--- config.mk ---
export PLATFORM = sky130hd
export DESIGN_NAME = debug_two_wire_transaction_master
export DESIGN_NICKNAME = d
export VERILOG_FILES = /design/src/hdl/dtwtm_pkg.sv /design/src/hdl/debug_two_wire_transaction_master.sv
export SDC_FILE = /design/constraint.sdc
export NUM_CORES = 1
export LEC_CHECK = 0
export BUFFER_PORTS_ARGS = -buffer_cell sky130_fd_sc_hd__buf_2
export CAP_MARGIN = 20
export CORE_MARGIN = 2
export CORE_UTILIZATION = 50
export CTS_CLUSTER_DIAMETER = 80
export DETAILED_ROUTE_END_ITERATION = 10
export HOLD_SLACK_MARGIN = 0.15
export PLACE_DENSITY_LB_ADDON = 0.25
export REMOVE_ABC_BUFFERS = 1
export SETUP_SLACK_MARGIN = 0.2
export SYNTH_ARGS = -nofsm -noshare
export SYNTH_HDL_FRONTEND = slang
export SYNTH_SLANG_ARGS = --single-unit
--- constraint.sdc ---
create_clock -name clk -period 5.5 [get_ports clk]
set_input_delay 0.55 -clock clk [delete_from_list [all_inputs] [get_ports clk]]
set_output_delay 0.55 -clock clk [all_outputs]
set_load 0.05 [all_outputs]
--- src/hdl/dtwtm_pkg.sv ---
`timescale 1ns / 1ps

package dtwtm_pkg;

  // Reset values of the configuration registers
  localparam logic [15:0] ACK_TIMEOUT_RESET = 16'h0100;
  localparam logic [7:0]  PHASE_TICKS_RESET = 8'h01;

  // Bit counts of the serial frame and the parity sample limit
  localparam logic [4:0] INST_BITS    = 5'd8;
  localparam logic [4:0] WORD_BITS    = 5'd16;
  localparam logic [1:0] PARITY_TRIES = 2'd3;

  // Configuration register indexes
  localparam logic CFG_ACK_TIMEOUT = 1'b0;
  localparam logic CFG_PHASE_TICKS = 1'b1;

  // Transaction kinds
  localparam logic [1:0] CMD_CONTROL = 2'd0;
  localparam logic [1:0] CMD_WRITE   = 2'd1;
  localparam logic [1:0] CMD_READ    = 2'd2;

  // Completion status codes
  localparam logic [1:0] STATUS_OK          = 2'd0;
  localparam logic [1:0] STATUS_NO_ACK_INST = 2'd1;
  localparam logic [1:0] STATUS_NO_ACK_DATA = 2'd2;
  localparam logic [1:0] STATUS_PARITY      = 2'd3;

  typedef enum logic [4:0] {
    PH_IDLE   = 5'd0,
    PH_ST1    = 5'd1,
    PH_ST2    = 5'd2,
    PH_ST3    = 5'd3,
    PH_IL     = 5'd4,
    PH_IH     = 5'd5,
    PH_A1PREP = 5'd6,
    PH_A1POLL = 5'd7,
    PH_DL     = 5'd8,
    PH_DH     = 5'd9,
    PH_WPL    = 5'd10,
    PH_WPH    = 5'd11,
    PH_A2PREP = 5'd12,
    PH_A2POLL = 5'd13,
    PH_RH     = 5'd14,
    PH_RL     = 5'd15,
    PH_RPL    = 5'd16,
    PH_RPH    = 5'd17,
    PH_RPS    = 5'd18,
    PH_SP1    = 5'd19,
    PH_SP2    = 5'd20
  } phase_t;

  typedef struct packed {
    logic        request_valid;
    logic [1:0]  command;
    logic [7:0]  instruction;
    logic [15:0] write_word;
    logic        sda_in;
  } tick_in_t;

  typedef struct packed {
    logic        scl;
    logic        sda_out;
    logic        sda_drive;
    logic        busy_res;
    logic        done_res;
    logic [1:0]  status;
    logic [15:0] read_word;
  } tick_out_t;

endpackage

--- src/hdl/debug_two_wire_transaction_master.sv ---
`timescale 1ns / 1ps

// Two-wire debug-port transaction master. Each input transaction is one pin-phase
// tick: it carries an optional request (control, write or read) and the sampled
// data line, and it yields exactly one result transaction with the pin levels for
// that tick (taken from the phase held at the start of the tick), busy, a done
// pulse with its status, and the last successfully read word. A transaction on
// the wire is a start condition, an 8-bit instruction MSB first and an ACK wait
// bounded by ack_timeout plus one polls; a write adds 16 data bits, a parity bit
// and a second ACK, a read shifts in 16 bits and samples parity on up to three
// ticks, and a stop ends everything. One input transaction is taken every clock
// cycle unless out_ready stalls the result register: the bit-level state machine
// is combinational logic between its state registers and the result register,
// which frees up in the same cycle it is taken. Requests while busy and command
// code three are ignored. Configuration (index 0 is ack_timeout, index 1 is
// phase_ticks, where zero acts as one) is for the user to write only while idle;
// the block does not enforce it. cfg_ready is always high.
module debug_two_wire_transaction_master
  import dtwtm_pkg::*;
(
  input  logic        clk,
  input  logic        rst,
  input  logic        in_valid,
  output logic        in_ready,
  input  tick_in_t    in_data,
  output logic        out_valid,
  input  logic        out_ready,
  output tick_out_t   out_data,
  input  logic        cfg_valid,
  output logic        cfg_ready,
  input  logic        cfg_index,
  input  logic [15:0] cfg_data
);

  // Configuration registers
  logic [15:0] ack_timeout;
  logic [7:0]  phase_ticks;

  // Bit-level state
  phase_t      phase,         phase_next;
  logic [4:0]  bit_count,     bit_count_next;
  logic [15:0] shift_word,    shift_word_next;
  logic        parity_acc,    parity_acc_next;
  logic [15:0] wait_count,    wait_count_next;
  logic [7:0]  tick_count,    tick_count_next;
  logic [1:0]  kind_reg,      kind_reg_next;
  logic [15:0] received_word, received_word_next;
  logic [1:0]  parity_tries,  parity_tries_next;
  logic [15:0] data_latch,    data_latch_next;
  logic [1:0]  fail_code,     fail_code_next;

  tick_out_t   result;
  logic        accept;

  // Phase timing helpers
  logic [7:0]  ticks_eff;
  logic [8:0]  tick_inc;
  logic        phase_done;
  logic [7:0]  tick_after;
  logic [4:0]  bit_inc;
  logic [1:0]  tries_inc;
  logic        sda;

  assign cfg_ready = 1'b1;
  assign in_ready  = !out_valid || out_ready;
  assign accept    = in_valid && in_ready;
  assign sda       = in_data.sda_in;

  // A phase ends on the tick whose count reaches phase_ticks
  assign ticks_eff  = (phase_ticks == 8'd0) ? 8'd1 : phase_ticks;
  assign tick_inc   = {1'b0, tick_count} + 9'd1;
  assign phase_done = tick_inc >= {1'b0, ticks_eff};
  assign tick_after = phase_done ? 8'd0 : tick_inc[7:0];
  assign bit_inc    = bit_count + 5'd1;
  assign tries_inc  = parity_tries + 2'd1;

  always_comb begin
    phase_next         = phase;
    bit_count_next     = bit_count;
    shift_word_next    = shift_word;
    parity_acc_next    = parity_acc;
    wait_count_next    = wait_count;
    tick_count_next    = tick_count;
    kind_reg_next      = kind_reg;
    received_word_next = received_word;
    parity_tries_next  = parity_tries;
    data_latch_next    = data_latch;
    fail_code_next     = fail_code;

    // Pin levels follow the phase held at the start of the tick
    result.scl       = 1'b1;
    result.sda_out   = 1'b1;
    result.sda_drive = 1'b1;
    result.busy_res  = (phase != PH_IDLE);
    result.done_res  = 1'b0;
    result.status    = STATUS_OK;

    unique case (phase)
      PH_ST1: begin
        result.scl = 1'b1; result.sda_out = 1'b1;
      end
      PH_ST2, PH_SP2: begin
        result.scl = 1'b1; result.sda_out = 1'b0;
      end
      PH_ST3, PH_SP1: begin
        result.scl = 1'b0; result.sda_out = 1'b0;
      end
      PH_IL: begin
        result.scl = 1'b0; result.sda_out = shift_word[7];
      end
      PH_IH: begin
        result.scl = 1'b1; result.sda_out = shift_word[7];
      end
      PH_DL: begin
        result.scl = 1'b0; result.sda_out = shift_word[15];
      end
      PH_DH: begin
        result.scl = 1'b1; result.sda_out = shift_word[15];
      end
      PH_WPL: begin
        result.scl = 1'b0; result.sda_out = parity_acc;
      end
      PH_WPH: begin
        result.scl = 1'b1; result.sda_out = parity_acc;
      end
      PH_A1POLL, PH_A2POLL, PH_RH, PH_RPH, PH_RPS: begin
        // Release the data line; report it low while released
        result.scl = 1'b1; result.sda_out = 1'b0; result.sda_drive = 1'b0;
      end
      PH_RL, PH_RPL: begin
        result.scl = 1'b0; result.sda_out = 1'b0; result.sda_drive = 1'b0;
      end
      default: begin
      end
    endcase

    unique case (phase)
      PH_ST1, PH_IL, PH_DL, PH_WPL, PH_RPL, PH_SP1, PH_ST2, PH_WPH: begin
        tick_count_next = tick_after;
        if (phase_done) begin
          unique case (phase)
            PH_ST1:  phase_next = PH_ST2;
            PH_ST2:  phase_next = PH_ST3;
            PH_IL:   phase_next = PH_IH;
            PH_DL:   phase_next = PH_DH;
            PH_WPL:  phase_next = PH_WPH;
            PH_WPH:  phase_next = PH_A2PREP;
            PH_RPL:  phase_next = PH_RPH;
            default: phase_next = PH_SP2;
          endcase
        end
      end
      PH_ST3: begin
        tick_count_next = tick_after;
        if (phase_done) begin
          bit_count_next = 5'd0;
          phase_next     = PH_IL;
        end
      end
      PH_IH: begin
        tick_count_next = tick_after;
        if (phase_done) begin
          shift_word_next = {shift_word[14:0], 1'b0};
          bit_count_next  = bit_inc;
          phase_next      = (bit_inc >= INST_BITS) ? PH_A1PREP : PH_IL;
        end
      end
      PH_A1PREP, PH_A2PREP: begin
        tick_count_next = tick_after;
        if (phase_done) begin
          wait_count_next = ack_timeout;
          phase_next      = (phase == PH_A1PREP) ? PH_A1POLL : PH_A2POLL;
        end
      end
      PH_A1POLL: begin
        priority if (!sda) begin
          bit_count_next  = 5'd0;
          parity_acc_next = 1'b0;
          tick_count_next = 8'd0;
          if (kind_reg == CMD_WRITE) begin
            shift_word_next = data_latch;
            phase_next      = PH_DL;
          end else if (kind_reg == CMD_READ) begin
            shift_word_next = 16'd0;
            phase_next      = PH_RH;
          end else begin
            phase_next = PH_SP1;
          end
        end else if (wait_count == 16'd0) begin
          fail_code_next  = STATUS_NO_ACK_INST;
          tick_count_next = 8'd0;
          phase_next      = PH_SP1;
        end else begin
          wait_count_next = wait_count - 16'd1;
        end
      end
      PH_DH: begin
        tick_count_next = tick_after;
        if (phase_done) begin
          parity_acc_next = parity_acc ^ shift_word[15];
          shift_word_next = {shift_word[14:0], 1'b0};
          bit_count_next  = bit_inc;
          phase_next      = (bit_inc >= WORD_BITS) ? PH_WPL : PH_DL;
        end
      end
      PH_A2POLL: begin
        priority if (!sda) begin
          tick_count_next = 8'd0;
          phase_next      = PH_SP1;
        end else if (wait_count == 16'd0) begin
          fail_code_next  = STATUS_NO_ACK_DATA;
          tick_count_next = 8'd0;
          phase_next      = PH_SP1;
        end else begin
          wait_count_next = wait_count - 16'd1;
        end
      end
      PH_RH: begin
        tick_count_next = tick_after;
        if (phase_done) begin
          shift_word_next = {shift_word[14:0], sda};
          parity_acc_next = parity_acc ^ sda;
          phase_next      = PH_RL;
        end
      end
      PH_RL: begin
        tick_count_next = tick_after;
        if (phase_done) begin
          bit_count_next = bit_inc;
          phase_next     = (bit_inc >= WORD_BITS) ? PH_RPL : PH_RH;
        end
      end
      PH_RPH: begin
        tick_count_next = tick_after;
        if (phase_done) begin
          parity_tries_next = 2'd0;
          phase_next        = PH_RPS;
        end
      end
      PH_RPS: begin
        // One parity sample a tick; keep the word only on a match
        if (sda == parity_acc) begin
          received_word_next = shift_word;
          tick_count_next    = 8'd0;
          phase_next         = PH_SP1;
        end else begin
          parity_tries_next = tries_inc;
          if (tries_inc >= PARITY_TRIES) begin
            fail_code_next  = STATUS_PARITY;
            tick_count_next = 8'd0;
            phase_next      = PH_SP1;
          end
        end
      end
      PH_SP2: begin
        tick_count_next = tick_after;
        if (phase_done) begin
          phase_next      = PH_IDLE;
          result.done_res = 1'b1;
          result.status   = fail_code;
        end
      end
      default: begin
        // Idle: latch a new request; command code three is dropped
        phase_next = PH_IDLE;
        if (in_data.request_valid && (in_data.command <= CMD_READ)) begin
          kind_reg_next     = in_data.command;
          shift_word_next   = {8'd0, in_data.instruction};
          data_latch_next   = in_data.write_word;
          bit_count_next    = 5'd0;
          parity_acc_next   = 1'b0;
          parity_tries_next = 2'd0;
          wait_count_next   = 16'd0;
          fail_code_next    = STATUS_OK;
          tick_count_next   = 8'd0;
          phase_next        = PH_ST1;
        end
      end
    endcase

    result.read_word = received_word_next;
  end

  // Configuration registers
  always_ff @(posedge clk) begin
    if (rst) begin
      ack_timeout <= ACK_TIMEOUT_RESET;
      phase_ticks <= PHASE_TICKS_RESET;
    end else if (cfg_valid && cfg_ready) begin
      unique case (cfg_index)
        CFG_ACK_TIMEOUT: ack_timeout <= cfg_data;
        CFG_PHASE_TICKS: phase_ticks <= cfg_data[7:0];
        default: begin
        end
      endcase
    end
  end

  // Advance the state machine once per accepted transaction
  always_ff @(posedge clk) begin
    if (rst) begin
      phase         <= PH_IDLE;
      bit_count     <= 5'd0;
      shift_word    <= 16'd0;
      parity_acc    <= 1'b0;
      wait_count    <= 16'd0;
      tick_count    <= 8'd0;
      kind_reg      <= CMD_CONTROL;
      received_word <= 16'd0;
      parity_tries  <= 2'd0;
      data_latch    <= 16'd0;
      fail_code     <= STATUS_OK;
    end else if (accept) begin
      phase         <= phase_next;
      bit_count     <= bit_count_next;
      shift_word    <= shift_word_next;
      parity_acc    <= parity_acc_next;
      wait_count    <= wait_count_next;
      tick_count    <= tick_count_next;
      kind_reg      <= kind_reg_next;
      received_word <= received_word_next;
      parity_tries  <= parity_tries_next;
      data_latch    <= data_latch_next;
      fail_code     <= fail_code_next;
    end
  end

  // Result register: hold until taken, refill in the same cycle
  always_ff @(posedge clk) begin
    if (rst) begin
      out_valid <= 1'b0;
    end else if (accept) begin
      out_valid <= 1'b1;
    end else if (out_ready) begin
      out_valid <= 1'b0;
    end
  end

  always_ff @(posedge clk) begin
    if (accept) begin
      out_data <= result;
    end
  end

endmodule
==> results.py <==
metrics = {
    "outcome": {
        "status": "finished, final reports clean",
    },
    "layout": {
        "fin_nets": 974,
        "final_layout_size_suffix_gt1_share_pct": 15.7,
        "area_growth_pct": 12.4,
        "insertedDiodeCount": 0,
        "top_register": "out_data",
        "largest_register_ffs": 23,
    },
    "sta": {
        "slew_viol_final": 0,
        "worst_slew_pin_slew_ns": 1.10,
        "hold_viol": 0,
        "max_freq_mhz": 284,
        "setup_tns_ns": 0,
        "fin_skew_ns": 0.0105,
        "fin_crit_ns": 3.52,
        "fin_crit_sh_pct": 64.0,
        "maxSlewHeadroom_pct": 26.4,
        "rsz0062_at_grt": "no",
        "setup_viol": 0,
    },
    "setup_path": {
        "worstPathRequired_ns": 5.84,
        "cp_max_fo": 20,
        "cp_data_arrival_time_ns": 3.86,
        "crit_type": "reg -> reg",
        "crit_path_cell_trace": "buf_4, or3b_1, a211oi_1, o22ai_1, nor3_2, a21oi_1, a211oi_1",
        "cp-start-kind": "register",
        "critPathTopFamily": "simple AND/OR/NAND/NOR gates",
        "slowest_delay_ns": 0.84,
        "crit_path_end_kind": "register",
        "worst_path_max_delay_cell": "nor3_2",
        "cp_common_cell": "a211oi_1",
        "path_buf_inv": 1,
    },
    "floorplanning": {
        "floorplan.die.height_um": 126,
        "dieArea_um2": 15900,
        "ios": 76,
        "die_x_um": 126,
        "start_util_pct": 51.2,
        "core-area_um2": 14500,
        "rows": 44,
    },
    "logic_synthesis": {
        "ys_async_sr_fraction_pct": 0,
        "synth_area_um2": 7450,
        "syn_inst": 877,
        "synth_enable_flop_cells": 23,
        "avgSynthCellArea_um2": 8.49,
        "ys.flop_type": "dfxtp_1",
        "ys_ff_latch": 137,
        "yosys_warnings": 0,
        "ys_seq_area_share_pct": 39.9,
        "yosysUniqueCellTypes": 80,
    },
    "run": {
        "maxCapViolations": 0,
    },
    "cts": {
        "clk_latency_ns": 0.43,
        "cts_buffers": 17,
        "ctsHtreeMaxLevel": 4,
        "cts_hold_buf": 0,
        "post_cts_buffers": 0,
        "cts_tree": "done",
        "clockBufferDepth": 2,
        "post_cts_resized": 0,
        "cts_sinks": 137,
        "path_clk_slew_ns": 0.06,
        "cts_root_buf": "clkbuf_16",
    },
    "grt": {
        "grt_max_degree": 62,
        "track_usage_pct": 24.0,
        "grt_pass1_wl_um": 30900,
        "grt_pass1_vias": 6181,
        "grt_overflow": 0,
        "antenna_found_initial": 0,
    },
    "route": {
        "drt_iter0_drc": 693,
        "drc_errors": 0,
        "routedWlPerCell_um": 17.0,
        "routed-via-count": 6866,
        "via_per_inst": 6.20,
        "drtAntennaViolNets": 0,
        "routed_wl_um": 18800,
        "first_pass_iters": 5,
    },
    "placement": {
        "port-buffer-count": 74,
        "gp_congestion": 0.922,
        "dp_hpwl_um": 12500,
    },
    "power": {
        "finalPower_mw": 3.10,
        "power.density_nw_per_um2": 370,
        "vdd_ir_drop_max_uv": 299,
        "p_leak_nw": 3.29,
    },
    "hold_path": {
        "hp-class": "in -> reg",
    },
}
==> worst paths after layout <==
check	start	end	slack (ns)	depth (start not counted)
worst max-delay path	phase[0]$_SDFFE_PP0P_	shift_word[5]$_SDFFE_PP0P_	1.98	7
worst min-delay path	cfg_data[8]	ack_timeout[8]$_SDFFE_PP1P_	0.34	3
worst max register to register	phase[0]$_SDFFE_PP0P_	shift_word[5]$_SDFFE_PP0P_	1.98	7
worst min register to register	phase_ticks[2]$_SDFFE_PP0P_	phase_ticks[2]$_SDFFE_PP0P_	0.45	2
==> layer usage <==
layer / track usage, % / part of all wire, %
met5: 0 / 0
met1: 33.4 / 45
met3: 4.89 / 7.2
met2: 36.7 / 46
met4: 9.11 / 1.7
==> per-stage QoR <==
stage	utilization, %	instance area [µm²]	instances	hold slack [ns]	worst slack (ns)
2_1_floorplan	-	7140	807	0.426	1.63
3_3_place_gp	53.8	7810	1074	0.439	1.95
3_5_place_dp	53.8	7810	1074	0.444	1.86
4_1_cts	57.6	8370	1106	0.323	1.86
5_1_grt	57.6	8370	1107	0.352	1.72
6_report	57.6	8370	1107	0.338	1.98
==> tightest hold or removal path: stages <==
cell	delay, ns
buf_2	0.07
nand2_1	0.04
nand3_1	0.07
==> final cells by class <==
class                   instances  area, µm²
fillers                      1304       6160
multi-input cells             647       4080
flip-flops and latches        137       2970
repair buffers                 84        445
clock buffers                  17        425
well taps                     184        230
clock inverters                15        128
inverters                      23       86.3
==> report_power, final <==
part / switching [mW] / leakage [nW] / internal [mW]
logic: 0.548 / 1.87 / 0.308
clock network: 0.482 / 0.262 / 0.591
registers: 0.0663 / 1.16 / 1.10
==> synth_stat cells, drive strengths merged, types with 8 or more instances <==
library cell | number | area [µm²]
and3 | 13 | 81.3
mux2 | 17 | 191
buf | 29 | 156
nor3 | 29 | 155
nand3 | 32 | 160
nor2b | 11 | 68.8
o31ai | 14 | 105
dfxtp | 114 | 2280
edfxtp | 23 | 691
inv | 23 | 86.3
ha | 14 | 175
xnor2 | 9 | 78.8
nor4 | 10 | 77.6
nand2b | 9 | 58.8
a22oi | 11 | 82.6
xor2 | 10 | 95.1
a211oi | 26 | 195
or4 | 9 | 67.6
clkbuf | 41 | 154
o21ai | 39 | 195
a21oi | 87 | 435
nor2 | 67 | 256
or3 | 8 | 50.1
mux2i | 25 | 250
nand2 | 93 | 349
==> layout by cell type, fill, tap and decap left out, types with 13 or more instances in the layout <==
master | Yosys | layout
mux2i_1 | 25 | 25
ha_1 | 14 | 14
a211oi_1 | 26 | 26
nand2_1 | 93 | 93
dfxtp_1 | 114 | 114
o21ai_0 | 30 | 30
buf_2 | 14 | 74
nor2_1 | 65 | 65
nor3_1 | 27 | 27
clkbuf_16 | 0 | 17
edfxtp_1 | 23 | 23
a21oi_1 | 87 | 87
nand3_1 | 32 | 32
and3_1 | 13 | 13
o31ai_1 | 14 | 14
inv_1 | 21 | 21
==> cells by family (layout without fill, tap and decap cells) <==
| family | count (synthesis) | count (layout) | share of synthesized area [%] |
|---|---|---|---|
| buffers and inverters | 93 | 139 | 5.33 |
| AO/OA/AOI/OAI | 258 | 258 | 22.9 |
| multiplexers | 42 | 42 | 5.93 |
| AND/OR/NAND/NOR | 313 | 313 | 21.2 |
| flip-flops | 137 | 137 | 39.9 |
| adder cells (fa/ha/maj) | 14 | 14 | 2.35 |
| other | 1 | 1 | 0.0504 |
| XOR/XNOR | 19 | 19 | 2.34 |
Power figures use the tool's default switching activity.
